`src/nalfu_pkg.sv`:
```
// Package: widths, register indexes, FU-A constants and shared types.
package nalfu_pkg;

    localparam int NAL_BYTE_W  = 8;
    localparam int UNIT_LEN_W  = 24;
    localparam int LIMIT_W     = 11;
    localparam int STEP_W      = 17;
    localparam int SEQ_W       = 16;
    localparam int TS_W        = 32;
    localparam int CFG_DATA_W  = 17;
    localparam int CFG_INDEX_W = 1;
    localparam int MAX_RESULTS = 3;
    localparam int RES_CNT_W   = 2;

    // Configuration register indexes
    typedef enum logic [CFG_INDEX_W-1:0] {
        CFG_FRAGMENT_LIMIT = 1'b0,
        CFG_TIMESTAMP_STEP = 1'b1
    } cfg_index_t;

    localparam logic [LIMIT_W-1:0] LIMIT_RESET = 11'd1400;
    localparam logic [STEP_W-1:0]  STEP_RESET  = 17'd3600;

    // NAL header and FU-A field constants
    localparam logic [NAL_BYTE_W-1:0] F_NRI_MASK = 8'hE0;
    localparam logic [NAL_BYTE_W-1:0] TYPE_MASK  = 8'h1F;
    localparam logic [NAL_BYTE_W-1:0] FU_A_TYPE  = 8'd28;
    localparam logic [NAL_BYTE_W-1:0] FLAG_START = 8'h80;
    localparam logic [NAL_BYTE_W-1:0] FLAG_END   = 8'h40;

    // One payload byte waiting for the output side
    typedef struct packed {
        logic [NAL_BYTE_W-1:0] data;
        logic                  first;
        logic                  last;
    } slot_t;

    // Everything one accepted item produces
    typedef struct packed {
        logic [RES_CNT_W-1:0]        count;
        slot_t [MAX_RESULTS-1:0]     slots;
        logic [SEQ_W-1:0]            seq;
        logic [TS_W-1:0]             ts;
    } step_result_t;

endpackage

```
`src/nalfu_ifs.sv`:
```
// Valid/ready channel interfaces for NAL input bytes and RTP payload bytes.
interface nalfu_in_if;
    logic                                 valid;
    logic                                 ready;
    logic [nalfu_pkg::NAL_BYTE_W-1:0]     nal_byte;
    logic                                 first_of_unit;
    logic [nalfu_pkg::UNIT_LEN_W-1:0]     unit_length;

    modport source (output valid, output nal_byte, output first_of_unit,
                    output unit_length, input ready);
    modport sink   (input valid, input nal_byte, input first_of_unit,
                    input unit_length, output ready);
endinterface

interface nalfu_out_if;
    logic                                 valid;
    logic                                 ready;
    logic [nalfu_pkg::NAL_BYTE_W-1:0]     payload_byte;
    logic                                 packet_first;
    logic                                 packet_last;
    logic [nalfu_pkg::SEQ_W-1:0]          sequence_number;
    logic [nalfu_pkg::TS_W-1:0]           time_stamp;
    logic                                 run_last;

    modport source (output valid, output payload_byte, output packet_first,
                    output packet_last, output sequence_number,
                    output time_stamp, output run_last, input ready);
    modport sink   (input valid, input payload_byte, input packet_first,
                    input packet_last, input sequence_number,
                    input time_stamp, input run_last, output ready);
endinterface

```
`src/nalfu_step.sv`:
```
// Packetizer state, configuration registers and the per-byte step logic.
module nalfu_step #(
    parameter int MAX_UNIT_LENGTH_BITS = 24
) (
    input  logic                                 clk,
    input  logic                                 rst_n,
    input  logic                                 cfg_we,
    input  logic [nalfu_pkg::CFG_INDEX_W-1:0]    cfg_index,
    input  logic [nalfu_pkg::CFG_DATA_W-1:0]     cfg_data,
    input  logic                                 accept,
    input  logic [nalfu_pkg::NAL_BYTE_W-1:0]     nal_byte,
    input  logic                                 first_of_unit,
    input  logic [nalfu_pkg::UNIT_LEN_W-1:0]     unit_length,
    output nalfu_pkg::step_result_t              result
);
    import nalfu_pkg::*;

    localparam int LEN_W = (MAX_UNIT_LENGTH_BITS > UNIT_LEN_W) ?
                           UNIT_LEN_W : MAX_UNIT_LENGTH_BITS;

    logic [LIMIT_W-1:0]    limit_reg;
    logic [STEP_W-1:0]     step_reg;
    logic                  frag_mode_reg, frag_mode_next;
    logic [NAL_BYTE_W-1:0] header_reg, header_next;
    logic [LEN_W-1:0]      unit_left_reg, unit_left_next;
    logic [LIMIT_W-1:0]    frag_left_reg, frag_left_next;
    logic                  start_pend_reg, start_pend_next;
    logic [SEQ_W-1:0]      seq_reg, seq_next;
    logic [TS_W-1:0]       ts_reg, ts_next;

    logic [LIMIT_W-1:0]    lim;
    logic [LEN_W-1:0]      lim_ext;
    logic [LEN_W-1:0]      len;
    logic [LEN_W-1:0]      unit_left_dec;
    logic [LIMIT_W-1:0]    frag_size;
    logic [LIMIT_W-1:0]    frag_left_dec;
    logic                  abandon;
    logic                  seq_bump;
    logic                  unit_done;
    logic [SEQ_W-1:0]      seq_cur;
    logic [TS_W-1:0]       ts_cur;
    logic [NAL_BYTE_W-1:0] fu_ind;
    logic [NAL_BYTE_W-1:0] fu_hdr;

    // Configuration writes
    always_ff @(posedge clk or negedge rst_n)
    begin
        if (!rst_n)
        begin
            limit_reg <= LIMIT_RESET;
            step_reg  <= STEP_RESET;
        end
        else if (cfg_we)
        begin
            case (cfg_index_t'(cfg_index))
                CFG_FRAGMENT_LIMIT: limit_reg <= cfg_data[LIMIT_W-1:0];
                CFG_TIMESTAMP_STEP: step_reg  <= cfg_data[STEP_W-1:0];
                default: ;
            endcase
        end
    end

    // Step logic: results of one byte and the state it leaves
    always_comb
    begin
        lim           = (limit_reg == '0) ? LIMIT_W'(1) : limit_reg;
        lim_ext       = LEN_W'(lim);
        len           = unit_length[LEN_W-1:0];
        unit_left_dec = unit_left_reg - LEN_W'(1);
        fu_ind        = (header_reg & F_NRI_MASK) | FU_A_TYPE;
        fu_hdr        = header_reg & TYPE_MASK;
        frag_size     = lim;
        frag_left_dec = frag_left_reg - LIMIT_W'(1);

        // abandoned unit closes its timestamp and maybe skips its packet
        abandon  = first_of_unit && (unit_left_reg != '0);
        seq_cur  = seq_reg + SEQ_W'(abandon && (!frag_mode_reg || frag_left_reg != '0));
        ts_cur   = ts_reg + (abandon ? TS_W'(step_reg) : '0);

        seq_bump        = 1'b0;
        unit_done       = 1'b0;
        frag_mode_next  = frag_mode_reg;
        header_next     = header_reg;
        unit_left_next  = unit_left_reg;
        frag_left_next  = frag_left_reg;
        start_pend_next = start_pend_reg;
        result.count    = '0;
        result.slots    = '0;

        if (first_of_unit)
        begin
            if (len == '0)
                len = LEN_W'(1);
            header_next     = nal_byte;
            frag_left_next  = '0;
            start_pend_next = 1'b0;
            unit_left_next  = len - LEN_W'(1);
            if (len <= lim_ext)
            begin
                frag_mode_next = 1'b0;
                result.count   = RES_CNT_W'(1);
                result.slots[0] = '{data: nal_byte, first: 1'b1, last: (len == LEN_W'(1))};
                if (len == LEN_W'(1))
                begin
                    seq_bump  = 1'b1;
                    unit_done = 1'b1;
                end
            end
            else
            begin
                frag_mode_next  = 1'b1;
                start_pend_next = 1'b1;
                // two-byte unit with limit one: bare start fragment now
                if (unit_left_next == LEN_W'(1))
                begin
                    result.count    = RES_CNT_W'(2);
                    result.slots[0] = '{data: (nal_byte & F_NRI_MASK) | FU_A_TYPE,
                                        first: 1'b1, last: 1'b0};
                    result.slots[1] = '{data: FLAG_START | (nal_byte & TYPE_MASK),
                                        first: 1'b0, last: 1'b1};
                    seq_bump        = 1'b1;
                    start_pend_next = 1'b0;
                end
            end
        end
        else if (unit_left_reg == '0)
        begin
            // stray byte outside a unit
        end
        else if (!frag_mode_reg)
        begin
            unit_left_next  = unit_left_dec;
            result.count    = RES_CNT_W'(1);
            result.slots[0] = '{data: nal_byte, first: 1'b0, last: (unit_left_dec == '0)};
            if (unit_left_dec == '0)
            begin
                seq_bump  = 1'b1;
                unit_done = 1'b1;
            end
        end
        else
        begin
            if (frag_left_reg == '0)
            begin
                // open a fragment: choose its size and FU header flags
                if (start_pend_reg)
                begin
                    fu_hdr          = fu_hdr | FLAG_START;
                    start_pend_next = 1'b0;
                    if (unit_left_reg <= lim_ext)
                        frag_size = unit_left_dec[LIMIT_W-1:0];
                end
                else if (unit_left_reg <= lim_ext)
                begin
                    fu_hdr    = fu_hdr | FLAG_END;
                    frag_size = unit_left_reg[LIMIT_W-1:0];
                end
                frag_left_dec   = frag_size - LIMIT_W'(1);
                result.count    = RES_CNT_W'(3);
                result.slots[0] = '{data: fu_ind, first: 1'b1, last: 1'b0};
                result.slots[1] = '{data: fu_hdr, first: 1'b0, last: 1'b0};
                result.slots[2] = '{data: nal_byte, first: 1'b0,
                                    last: (frag_left_dec == '0)};
            end
            else
            begin
                result.count    = RES_CNT_W'(1);
                result.slots[0] = '{data: nal_byte, first: 1'b0,
                                    last: (frag_left_dec == '0)};
            end
            frag_left_next = frag_left_dec;
            unit_left_next = unit_left_dec;
            seq_bump       = (frag_left_dec == '0);
            unit_done      = (unit_left_dec == '0);
        end

        result.seq = seq_cur;
        result.ts  = ts_cur;
        seq_next   = seq_cur + SEQ_W'(seq_bump);
        ts_next    = ts_cur + (unit_done ? TS_W'(step_reg) : '0);
    end

    // State update on every accepted byte
    always_ff @(posedge clk or negedge rst_n)
    begin
        if (!rst_n)
        begin
            frag_mode_reg  <= 1'b0;
            header_reg     <= '0;
            unit_left_reg  <= '0;
            frag_left_reg  <= '0;
            start_pend_reg <= 1'b0;
            seq_reg        <= '0;
            ts_reg         <= '0;
        end
        else if (accept)
        begin
            frag_mode_reg  <= frag_mode_next;
            header_reg     <= header_next;
            unit_left_reg  <= unit_left_next;
            frag_left_reg  <= frag_left_next;
            start_pend_reg <= start_pend_next;
            seq_reg        <= seq_next;
            ts_reg         <= ts_next;
        end
    end

endmodule

```
`src/nalfu_out_buf.sv`:
```
// Result register: holds up to three payload bytes and shifts them out.
module nalfu_out_buf (
    input  logic                     clk,
    input  logic                     rst_n,
    input  logic                     load,
    input  nalfu_pkg::step_result_t  result,
    output logic                     can_load,
    nalfu_out_if.source              out_port
);
    import nalfu_pkg::*;

    slot_t [MAX_RESULTS-1:0] slot_reg;
    logic [RES_CNT_W-1:0]    cnt_reg;
    logic [SEQ_W-1:0]        seq_reg;
    logic [TS_W-1:0]         ts_reg;
    logic                    fire;

    // a new item may enter when the buffer is empty or empties this cycle
    assign fire     = (cnt_reg != '0) && out_port.ready;
    assign can_load = (cnt_reg == '0) || ((cnt_reg == RES_CNT_W'(1)) && out_port.ready);

    // Occupancy count
    always_ff @(posedge clk or negedge rst_n)
    begin
        if (!rst_n)
            cnt_reg <= '0;
        else if (load)
            cnt_reg <= result.count;
        else if (fire)
            cnt_reg <= cnt_reg - RES_CNT_W'(1);
    end

    // Payload slots, shifted towards slot 0 on each transfer
    always_ff @(posedge clk)
    begin
        if (load)
        begin
            slot_reg <= result.slots;
            seq_reg  <= result.seq;
            ts_reg   <= result.ts;
        end
        else if (fire)
        begin
            for (int i = 0; i < MAX_RESULTS - 1; i++)
                slot_reg[i] <= slot_reg[i+1];
        end
    end

    assign out_port.valid           = (cnt_reg != '0);
    assign out_port.payload_byte    = slot_reg[0].data;
    assign out_port.packet_first    = slot_reg[0].first;
    assign out_port.packet_last     = slot_reg[0].last;
    assign out_port.sequence_number = seq_reg;
    assign out_port.time_stamp      = ts_reg;
    assign out_port.run_last        = (cnt_reg == RES_CNT_W'(1));

endmodule

```
`src/h264_nal_rtp_fu_a_packetizer_unit.sv`:
```
// H.264 NAL unit to RTP payload packetizer (single NAL unit and FU-A modes).
// Latency: the first payload byte of an item is registered and appears in the cycle after its transfer.
// Throughput: one input byte per cycle while the output is ready; a byte that opens a fragment
//   yields three payload bytes and holds input ready low until the output result register is down to its last byte.
// Reset: asynchronous active low; counters, sequence, timestamp and buffer clear,
//   fragment limit resets to 1400 and timestamp step to 3600.
module h264_nal_rtp_fu_a_packetizer_unit #(
    parameter int MAX_UNIT_LENGTH_BITS = 24
) (
    input  logic                               clk,
    input  logic                               rst_n,
    input  logic                               cfg_we,
    input  logic [nalfu_pkg::CFG_INDEX_W-1:0]  cfg_index,
    input  logic [nalfu_pkg::CFG_DATA_W-1:0]   cfg_data,
    nalfu_in_if.sink                           in_port,
    nalfu_out_if.source                        out_port
);
    import nalfu_pkg::*;

    step_result_t result;
    logic         can_load;
    logic         accept;

    assign in_port.ready = can_load;
    assign accept        = in_port.valid && can_load;

    // Per-byte step logic and state
    nalfu_step #(
        .MAX_UNIT_LENGTH_BITS(MAX_UNIT_LENGTH_BITS)
    ) u_step (
        .clk          (clk),
        .rst_n        (rst_n),
        .cfg_we       (cfg_we),
        .cfg_index    (cfg_index),
        .cfg_data     (cfg_data),
        .accept       (accept),
        .nal_byte     (in_port.nal_byte),
        .first_of_unit(in_port.first_of_unit),
        .unit_length  (in_port.unit_length),
        .result       (result)
    );

    // Output result register
    nalfu_out_buf u_out_buf (
        .clk     (clk),
        .rst_n   (rst_n),
        .load    (accept),
        .result  (result),
        .can_load(can_load),
        .out_port(out_port)
    );

endmodule

```
`src/flat_wrapper.sv`:
```
// flat-port wrapper written by rule: the top's interface ports become plain ports
module h264_nal_rtp_fu_a_packetizer_unit_flat import nalfu_pkg::*;
#(
    parameter int MAX_UNIT_LENGTH_BITS = 24
)
  (clk, rst_n, cfg_we, cfg_index, cfg_data, in_port_valid, in_port_nal_byte, in_port_first_of_unit, in_port_unit_length, in_port_ready, out_port_valid, out_port_payload_byte, out_port_packet_first, out_port_packet_last, out_port_sequence_number, out_port_time_stamp, out_port_run_last, out_port_ready);
  nalfu_in_if in_port_i ();
  nalfu_out_if out_port_i ();
  input  logic clk;
  input  logic rst_n;
  input  logic cfg_we;
  input  logic [nalfu_pkg::CFG_INDEX_W-1:0] cfg_index;
  input  logic [nalfu_pkg::CFG_DATA_W-1:0] cfg_data;
  input wire logic [$bits(in_port_i.valid)-1:0] in_port_valid;
  input wire logic [$bits(in_port_i.nal_byte)-1:0] in_port_nal_byte;
  input wire logic [$bits(in_port_i.first_of_unit)-1:0] in_port_first_of_unit;
  input wire logic [$bits(in_port_i.unit_length)-1:0] in_port_unit_length;
  output wire logic [$bits(in_port_i.ready)-1:0] in_port_ready;
  output wire logic [$bits(out_port_i.valid)-1:0] out_port_valid;
  output wire logic [$bits(out_port_i.payload_byte)-1:0] out_port_payload_byte;
  output wire logic [$bits(out_port_i.packet_first)-1:0] out_port_packet_first;
  output wire logic [$bits(out_port_i.packet_last)-1:0] out_port_packet_last;
  output wire logic [$bits(out_port_i.sequence_number)-1:0] out_port_sequence_number;
  output wire logic [$bits(out_port_i.time_stamp)-1:0] out_port_time_stamp;
  output wire logic [$bits(out_port_i.run_last)-1:0] out_port_run_last;
  input wire logic [$bits(out_port_i.ready)-1:0] out_port_ready;
  assign in_port_i.valid = in_port_valid;
  assign in_port_i.nal_byte = in_port_nal_byte;
  assign in_port_i.first_of_unit = in_port_first_of_unit;
  assign in_port_i.unit_length = in_port_unit_length;
  assign in_port_ready = in_port_i.ready;
  assign out_port_valid = out_port_i.valid;
  assign out_port_payload_byte = out_port_i.payload_byte;
  assign out_port_packet_first = out_port_i.packet_first;
  assign out_port_packet_last = out_port_i.packet_last;
  assign out_port_sequence_number = out_port_i.sequence_number;
  assign out_port_time_stamp = out_port_i.time_stamp;
  assign out_port_run_last = out_port_i.run_last;
  assign out_port_i.ready = out_port_ready;
  h264_nal_rtp_fu_a_packetizer_unit #(.MAX_UNIT_LENGTH_BITS(MAX_UNIT_LENGTH_BITS)) u_core (.clk(clk), .rst_n(rst_n), .cfg_we(cfg_we), .cfg_index(cfg_index), .cfg_data(cfg_data), .in_port(in_port_i), .out_port(out_port_i));
endmodule
```
`config.mk`:
```
export PLATFORM = sky130hd
export DESIGN_NAME = h264_nal_rtp_fu_a_packetizer_unit_flat
export DESIGN_NICKNAME = d
export VERILOG_FILES = /design/src/nalfu_pkg.sv /design/src/nalfu_ifs.sv /design/src/nalfu_step.sv /design/src/nalfu_out_buf.sv /design/src/h264_nal_rtp_fu_a_packetizer_unit.sv /design/src/flat_wrapper.sv
export SDC_FILE = /design/constraint.sdc
export NUM_CORES = 1
export LEC_CHECK = 0
export BUFFER_PORTS_ARGS = -buffer_cell sky130_fd_sc_hd__clkbuf_2
export CAP_MARGIN = 20
export CORE_ASPECT_RATIO = 1.1
export CORE_UTILIZATION = 61
export DETAILED_ROUTE_END_ITERATION = 10
export PLACE_DENSITY = 0.81
export SLEW_MARGIN = 5
export SYNTH_ARGS = -nofsm -noshare
export SYNTH_HDL_FRONTEND = slang
export SYNTH_SLANG_ARGS = --single-unit
```
`constraint.sdc`:
```
create_clock -name clk -period 7.91 [get_ports clk]
set_input_delay 1.582 -clock clk [delete_from_list [all_inputs] [get_ports clk]]
set_output_delay 1.582 -clock clk [all_outputs]
set_load 0.01 [all_outputs]
```
==> results of run 1 <==
## routing by layer
layer  up-vias  global-route usage (%)
met1      5891                    42.7
met4         0                    12.0
met5         -                       0
li1       5763                       -
met2       541                    51.8
met3        86                    5.31
## where the power goes
part | internal (W) | leakage [nW] | total [W] | switching (W)
Clock | 0.000446 | 0.277 | 0.000879 | 0.000433
Sequential | 0.00142 | 2.25 | 0.00170 | 0.000277
Combinational | 0.000729 | 3.92 | 0.00195 | 0.00123
## cell families after synthesis
| group | Yosys count |
|---|---|
| compound gates | 388 |
| mux | 29 |
| flops | 199 |
| buf+inv | 149 |
| xor+xnor | 139 |
| fa+ha+maj | 73 |
| simple gates | 581 |
## Yosys cell counts (all sizes together), types with 34 or more instances
| master | count |
|---|---|
| dfrtp | 113 |
| inv | 47 |
| o21ai | 124 |
| nor2 | 90 |
| nor3 | 48 |
| clkbuf | 68 |
| a21oi | 77 |
| xor2 | 54 |
| buf | 34 |
| edfxtp | 76 |
| and3 | 39 |
| and2 | 38 |
| nand3 | 50 |
| xnor2 | 85 |
| ha | 71 |
| nand2 | 185 |
## final timing paths
| kind | startpoint | end | slack, ns | cells after the start |
|---|---|---|---|---|
| max | in_port_unit_length[16] | u_core.u_step.ts_reg[24]$_DFFE_PN0P_ | 0.44 | 26 |
| min | u_core.u_step.header_reg[1]$_DFFE_PN0P_ | u_core.u_step.header_reg[1]$_DFFE_PN0P_ | 0.48 | 2 |
| max reg2reg | u_core.u_step.unit_left_reg[5]$_DFFE_PN0P_ | u_core.u_step.ts_reg[24]$_DFFE_PN0P_ | 0.90 | 24 |
| min reg2reg | u_core.u_step.header_reg[1]$_DFFE_PN0P_ | u_core.u_step.header_reg[1]$_DFFE_PN0P_ | 0.48 | 2 |
| max in group asynchronous | rst_n | u_core.u_step.frag_mode_reg$_DFFE_PN0P_ | 5.83 | 2 |
| min in group asynchronous | rst_n | u_core.u_step.ts_reg[21]$_DFFE_PN0P_ | 1.08 | 1 |
## metrics by stage
stage | setup TNS (ns) | setup WS (ns)
finish | 0 | 0.440
global route | -0.0174 | -0.0174
CTS | 0 | 0.453
detailed placement | -0.00581 | -0.00581
global placement | 0 | 0.274
floorplan | 0 | 0.770
## final cells by class
cell class / count / area, sq um / share of cell area [%]
Tap cell: 295 / 369 / 2.41
Sequential cell: 199 / 5370 / 35.2
Clock buffer: 19 / 433 / 2.83
Clock inverter: 13 / 140 / 0.917
Multi-Input combinational cell: 1210 / 8070 / 52.8
Timing Repair Buffer: 134 / 722 / 4.72
Inverter: 47 / 178 / 1.16
## worst min-delay path, cell delays in order, from the launching register on
cell and delay, ns:
dfrtp_1 0.35, nand2_1 0.05, nand2_1 0.05
==> flow_summary.toml, run 1 <==
[run_status]
status = "finished clean"

[pwr]
p_leak_nw = 6.45
power_w = 0.00453
ir_worst_vdd_uv = 215
p_per_area_nw_per_um2 = 296

[clocking]
clk_pin_slew_ns = 0.08
cts_resized = 0
cts_tree = "yes"
clock_latency_ns = 0.45
clock_path_buffers = 2
numCtsBuffers = 17
cts_hold_buf = 0
cts_sinks = 199
root_buffer = "clkbuf_16"
post_cts_buffers = 0
h-tree-depth = 4

[placed_design]
placed_cell_area_sq_um = 14700
io_buffers = 116
hpwlAfterDp_um = 26800
routabilityCongestion = 0.940
dp_cells = 1884

[drt]
drt_first_pass_iters = 6
highest_layer = "met4"
drcViolationCount = 0
drtIter0Drc = 1129
vias = 12281
route.met2.wl_um = 17400
vias_per_cell = 6.41
dr_wl_met3_um = 2720
wirelength_um = 36800
wl_met1_um = 15700
wl_per_cell_um = 19.2
ant_nets = 0

[yosys]
yosys.area.top_type = "dfrtp_1"
synth_simple_gate_area_share_pct = 21.7
syn_area_sq_um = 14100
synth.yosys.warnings = 0
ys_types = 89
syn_area_per_cell_sq_um = 9.04
ys_seq_elements = 199
synth_top_area_share_pct = 20.1
synthArstFlopShare_pct = 61.8
synth_top_family_by_area = "simple AND/OR/NAND/NOR gates"
synthAdderAreaFrac_pct = 6.59
synth-edff-count = 76
synthFlopType = "dfrtp_1"
synth_compound_area_share_pct = 18.0
yosysSeqAreaShare_pct = 38.1
synth_xor_xnor_area_share_pct = 8.64
syn_nets = 1687
synth_cells = 1558
synth_area_leaders = "dfrtp_1, edfxtp_1, ha_1"
synthMuxAreaShare_pct = 2.26

[setup_path]
cp_data_required_time_ns = 8.28
slowest_stage = "or4_4"
max_stage_delay_ns = 0.59
crit_family = "simple AND/OR/NAND/NOR gates"
criticalPathCategory = "primary input to register"
end_kind = "register"
cp_num_buf_inv = 2
critPathMaxFanout = 17
critPathLaunchType = "primary input"
arrival_ns = 7.84

[final_layout]
nets = 1738
layoutNonFillerInstCount = 1917
syn_to_final_growth_pct = 8.49
postLayoutCellArea_sq_um = 15300
fillers = 1786
utilization_pct = 68.3
diodes = 0
final_cell_mix = "nand2_1, clkbuf_2, o21ai_0"
layout-drive-gt1-share_pct = 14.6
layout_commonest_cell = "nand2_1"

[timing]
finalSetupViolations = 0
worst_pin_slew_ns = 1.05
slew_violations = 0
fin_crit_sh_pct = 94.4
max_freq_mhz = 134
hold-worst-slack_ns = 0.480
slew_headroom_pct = 30.3
period_needed_ns = 7.47
skew_ns = 0.0112
hold_viol = 0

[floorplan]
chipWidth_um = 147
ios = 117
start_util_pct = 62.9
die_area_sq_um = 23700
rows = 57
core_sq_um = 22400
die_y_um = 161

[min_path]
hp-class = "register to register"

[global_route]
antenna_found_initial = 0
first_global_vias = 11739
grt_start_max_net_pins = 104
track_usage_pct = 31.8
grt_first_pass_wirelength_um = 60100
grt-ovfl-total = 0

[run]
maxCapViolations = 0
No activity file was read; power rests on OpenSTA's default activity.
==> inputs of run 2 (changes only) <==
--- a/config.mk
+++ b/config.mk
@@ -9,6 +9,7 @@
 export CAP_MARGIN = 20
 export CORE_ASPECT_RATIO = 1.1
 export CORE_UTILIZATION = 61
+export CTS_BUF_LIST = sky130_fd_sc_hd__clkbuf_4 sky130_fd_sc_hd__clkbuf_8 sky130_fd_sc_hd__clkbuf_16
 export DETAILED_ROUTE_END_ITERATION = 10
 export PLACE_DENSITY = 0.81
 export SLEW_MARGIN = 5
==> run 2 against run 1 <==
Count of clock-buffer cells in the layout did not move; maximum frequency fell by 0.24%; sequential cell count did not move; clock power rose by 0.7%.
==> flow_summary.toml, run 2 (synthesized netlist as in run 1, its figures left out) <==
[global_route]
grt-ovfl-total = 0
first_global_vias = 11746
grt_start_max_net_pins = 104
antenna_found_initial = 0
grt_first_pass_wirelength_um = 60000
track_usage_pct = 31.8

[final_layout]
diodes = 0
syn_to_final_growth_pct = 8.54
fillers = 1783
layoutNonFillerInstCount = 1917
final_cell_mix = "nand2_1, clkbuf_2, o21ai_0"
layout_commonest_cell = "nand2_1"
nets = 1738
layout-drive-gt1-share_pct = 14.7

[pwr]
p_leak_nw = 6.46
power_w = 0.00454
ir_worst_vdd_uv = 216
p_per_area_nw_per_um2 = 297

[floorplan]
rows = 57
start_util_pct = 62.9
chipWidth_um = 147
core_sq_um = 22400
die_y_um = 161
die_area_sq_um = 23700
ios = 117

[timing]
finalSetupViolations = 0
fin_crit_sh_pct = 94.7
slew_headroom_pct = 30.1
max_freq_mhz = 134
hold-worst-slack_ns = 0.480
skew_ns = 0.0111
slew_violations = 0
period_needed_ns = 7.49
worst_pin_slew_ns = 1.05
hold_viol = 0

[setup_path]
cp_data_required_time_ns = 8.28
criticalPathCategory = "primary input to register"
slowest_stage = "or4_4"
timing.rr.end = "u_core.u_step.ts_reg[24]$_DFFE_PN0P_"
arrival_ns = 7.86
r2r_slack_ns = 0.91
critPathLaunchType = "primary input"
crit_path_end = "u_core.u_step.ts_reg[24]$_DFFE_PN0P_"
critPathMaxFanout = 17
reg2reg_depth = 24
r2r-start = "u_core.u_step.unit_left_reg[5]$_DFFE_PN0P_"
end_kind = "register"
crit_start = "in_port_unit_length[16]"
max_stage_delay_ns = 0.60

[drt]
wirelength_um = 36900
wl_per_cell_um = 19.2
drcViolationCount = 0
drtIter0Drc = 1132
vias = 12298
vias_per_cell = 6.42
drt_first_pass_iters = 6
ant_nets = 0

[clocking]
clk_pin_slew_ns = 0.08
clock_latency_ns = 0.45
cts_sinks = 199
clock_path_buffers = 2
h-tree-depth = 4
post_cts_buffers = 0
numCtsBuffers = 17
cts_tree = "yes"
root_buffer = "clkbuf_16"

[min_path]
hp-class = "register to register"

[placed_design]
dp_cells = 1884
hpwlAfterDp_um = 26800
io_buffers = 116
routabilityCongestion = 0.940

[run]
maxCapViolations = 0

[run_status]
status = "finished clean"
run 2: cell count changes in the layout (fill, tap and decap cells not counted):
cell	before	now
clkbuf_4	0	2
clkbuf_1	2	0
run 2: critical path, delay by kind of cell:
kind | cells | cell delay (ns)
compound gates | 8 | 1.97
simple gates | 12 | 3.13
buf+inv | 2 | 0.20
fa+ha+maj | 3 | 0.78
xor+xnor | 1 | 0.18
run 2: routing by layer:
metal / GRT usage [%] / up-vias / wire, um
met5: 0 / - / 0
met4: 12.1 / 0 / 1060
met3: 5.31 / 82 / 2750
met2: 51.7 / 565 / 17400
met1: 42.7 / 5893 / 15600
li1: - / 5758 / -
run 2: where the power goes:
part           switching (W)  total [W]  internal (W)
clock               0.000432   0.000885      0.000453
combinational        0.00123    0.00196      0.000729
sequential          0.000277    0.00170       0.00142
run 2: cell type report:
cell class	count	area, sq um	area share (%)
Inverter	47	178	1.16
Clock inverter	13	140	0.916
Multi-Input combinational cell	1210	8070	52.8
Sequential cell	199	5370	35.1
Clock buffer	19	440	2.88
Timing Repair Buffer	134	722	4.72
Tap cell	295	369	2.41
run 2: what timing repair did:
action,in CTS,in global routing
hold buffers,0,0
endpoints found under the setup margin,0,1
gates resized for setup,0,1
run 2: worst min-delay path by stage:
| stage | endpoint | start | cells after the start |
|---|---|---|---|
| floorplan | u_core.u_step.header_reg[0]$_DFFE_PN0P_ | u_core.u_step.header_reg[0]$_DFFE_PN0P_ | 2 |
| detailed placement | u_core.u_step.header_reg[2]$_DFFE_PN0P_ | u_core.u_step.header_reg[2]$_DFFE_PN0P_ | 2 |
| finish | u_core.u_step.header_reg[1]$_DFFE_PN0P_ | u_core.u_step.header_reg[1]$_DFFE_PN0P_ | 2 |
| CTS | u_core.u_step.header_reg[2]$_DFFE_PN0P_ | u_core.u_step.header_reg[2]$_DFFE_PN0P_ | 2 |
| global route | u_core.u_step.header_reg[6]$_DFFE_PN0P_ | u_core.u_step.header_reg[6]$_DFFE_PN0P_ | 2 |
| global placement | u_core.u_step.header_reg[0]$_DFFE_PN0P_ | u_core.u_step.header_reg[0]$_DFFE_PN0P_ | 2 |
run 2: stage by stage:
step	TNS (ns)	utilization [%]	worst slack [ns]	area, sq um
floorplan	0	-	0.770	14100
global placement	0	65.6	0.274	14700
detailed placement	-0.00581	65.6	-0.00581	14700
CTS	0	68.2	0.453	15300
global route	-0.0174	68.3	-0.0174	15300
finish	0	68.3	0.422	15300
==> inputs of run 3 (changes only) <==
--- a/config.mk
+++ b/config.mk
@@ -12,6 +12,7 @@
 export CTS_BUF_LIST = sky130_fd_sc_hd__clkbuf_4 sky130_fd_sc_hd__clkbuf_8 sky130_fd_sc_hd__clkbuf_16
 export DETAILED_ROUTE_END_ITERATION = 10
 export PLACE_DENSITY = 0.81
+export RECOVER_POWER = 25
 export SLEW_MARGIN = 5
 export SYNTH_ARGS = -nofsm -noshare
 export SYNTH_HDL_FRONTEND = slang
==> run 3 against run 2 <==
The flow now finishes with violations (capacitance limit, slew limit); sequential cell count unchanged; sequential share of layout area barely moved; critical endpoint unchanged; highest routed layer unchanged; clock skew rose by 0.00056 ns; hold slack about the same.
==> flow_summary.toml, run 3 (synthesized netlist as in run 1, its figures left out) <==
[placed_design]
dp_cells = 1884
hpwlAfterDp_um = 26800
io_buffers = 116
preCtsSetupSlack_ns = -0.00581
placed_cell_area_sq_um = 14700
routabilityCongestion = 0.940

[final_layout]
nets = 1738
layout_commonest_cell = "nand2_1"
postLayoutCellArea_sq_um = 15300
utilization_pct = 68.2
seq_area_sq_um = 5370
final_cell_mix = "nand2_1, o21ai_0, clkbuf_2, dfrtp_1, nor2_1"
multi_input_area_sq_um = 8070
layoutNonFillerInstCount = 1917
layout-drive-gt1-share_pct = 14.4
diodes = 0
fillers = 1787
syn_to_final_growth_pct = 8.42

[timing]
fin_crit_sh_pct = 94.6
skew_ns = 0.0117
period_needed_ns = 7.48
hold-worst-slack_ns = 0.480
max_freq_mhz = 134
setup_ws_ns = 0.431
slew_headroom_pct = -61.2
slew_violations = 82
finalSetupViolations = 0
hold_viol = 0
worst_pin_slew_ns = 2.42

[setup_path]
r2r_slack_ns = 0.88
slowest_stage = "or4_4"
critPathMaxFanout = 17
max_stage_delay_ns = 0.60
criticalPathCategory = "primary input to register"
cp_data_required_time_ns = 8.28
critPathLaunchType = "primary input"
arrival_ns = 7.85
end_kind = "register"

[drt]
vias_per_cell = 6.42
wl_per_cell_um = 19.2
vias = 12302
drcViolationCount = 0
ant_nets = 0
drtIter0Drc = 1091
wirelength_um = 36900
drt_first_pass_iters = 7

[pwr]
p_seq_share_pct = 37.4
intPower_w = 0.00260
swShare_pct = 42.8
p_switching_w = 0.00194
p_per_area_nw_per_um2 = 297
ir_worst_vdd_uv = 215
p_clk_share_pct = 19.6
power_frac_comb_pct = 43.1
p_leak_nw = 6.43

[run_status]
status = "complete, but fails checks"
violations = "capacitance limit, slew limit"

[clocking]
cts_hold_buf = 0
cts_sinks = 199
clock_path_buffers = 2
numCtsBuffers = 17
root_buffer = "clkbuf_16"
clock_latency_ns = 0.45
cts_tree = "yes"
clk_pin_slew_ns = 0.08
h-tree-depth = 4

[floorplan]
chipWidth_um = 147
ios = 117
core_sq_um = 22400
die_y_um = 161
die_area_sq_um = 23700
start_util_pct = 62.9
rows = 57

[global_route]
track_usage_pct = 31.8
grt_start_max_net_pins = 104
antenna_found_initial = 0
grt_first_pass_wirelength_um = 60000
first_global_vias = 11746
grt-ovfl-total = 0

[run]
maxCapViolations = 2

[min_path]
hp-class = "register to register"
==> run 3: critical path, delay by kind of cell <==
family,cells,cell delay [ns]
AOI/OAI and AO/OA,8,1.97
xor gates and xnor gates,1,0.18
adders and majority gates,3,0.77
buffers and inverters,2,0.20
and+or+nand+nor,12,3.14
==> run 3: timing repair <==
action,4_1_cts,5_1_grt
buffers inserted,0,0
gates resized for setup,0,1
endpoints found under the setup margin,0,1
hold endpoints to repair,0,0
==> run 3: through the flow <==
stage | total power (W) | setup TNS (ns)
final | 0.00454 | 0
after global routing | 0.00483 | -0.0174
after global placement | 0.00356 | 0
after detailed placement | 0.00362 | -0.00581
after floorplan | 0.00311 | 0
after CTS | 0.00451 | 0
==> run 3: path summary, 6_finish.rpt <==
path | startpoint | end | depth (start not counted)
worst min register to register | u_core.u_step.header_reg[1]$_DFFE_PN0P_ | u_core.u_step.header_reg[1]$_DFFE_PN0P_ | 2
max in group asynchronous | rst_n | u_core.u_step.step_reg[5]$_DFFE_PN0P_ | 2
min in group asynchronous | rst_n | u_core.u_step.ts_reg[21]$_DFFE_PN0P_ | 1
worst max register to register | u_core.u_step.unit_left_reg[5]$_DFFE_PN0P_ | u_core.u_step.ts_reg[24]$_DFFE_PN0P_ | 24
worst min-delay path | u_core.u_step.header_reg[1]$_DFFE_PN0P_ | u_core.u_step.header_reg[1]$_DFFE_PN0P_ | 2
worst max-delay path | in_port_unit_length[16] | u_core.u_step.ts_reg[24]$_DFFE_PN0P_ | 26
==> run 3: power groups by stage <==
stage          Combinational [W]  Clock, W  Sequential (W)
5_1_grt                  0.00217  0.000931         0.00173
6_report                 0.00196  0.000889         0.00170
2_1_floorplan            0.00151         0         0.00160
4_1_cts                  0.00193  0.000895         0.00169
3_3_place_gp             0.00187         0         0.00170
3_5_place_dp             0.00191         0         0.00171
==> run 3: cell type report <==
| class | instances | share of cell area (%) |
|---|---|---|
| clock buffer | 19 | 2.88 |
| tap | 295 | 2.42 |
| multi-input combinational | 1210 | 52.8 |
| inverter | 47 | 1.16 |
| timing repair buffer | 134 | 4.61 |
| sequential | 199 | 35.2 |
| clock inverter | 13 | 0.917 |
==> run 3: per-layer routing <==
| metal | share of wire (%) | global-route usage [%] | routed length (um) |
|---|---|---|---|
| met1 | 42 | 42.7 | 15500 |
| met2 | 47 | 51.7 | 17500 |
| met3 | 7.9 | 5.31 | 2900 |
| met4 | 2.9 | 12.1 | 1050 |
| met5 | 0 | 0 | 0 |
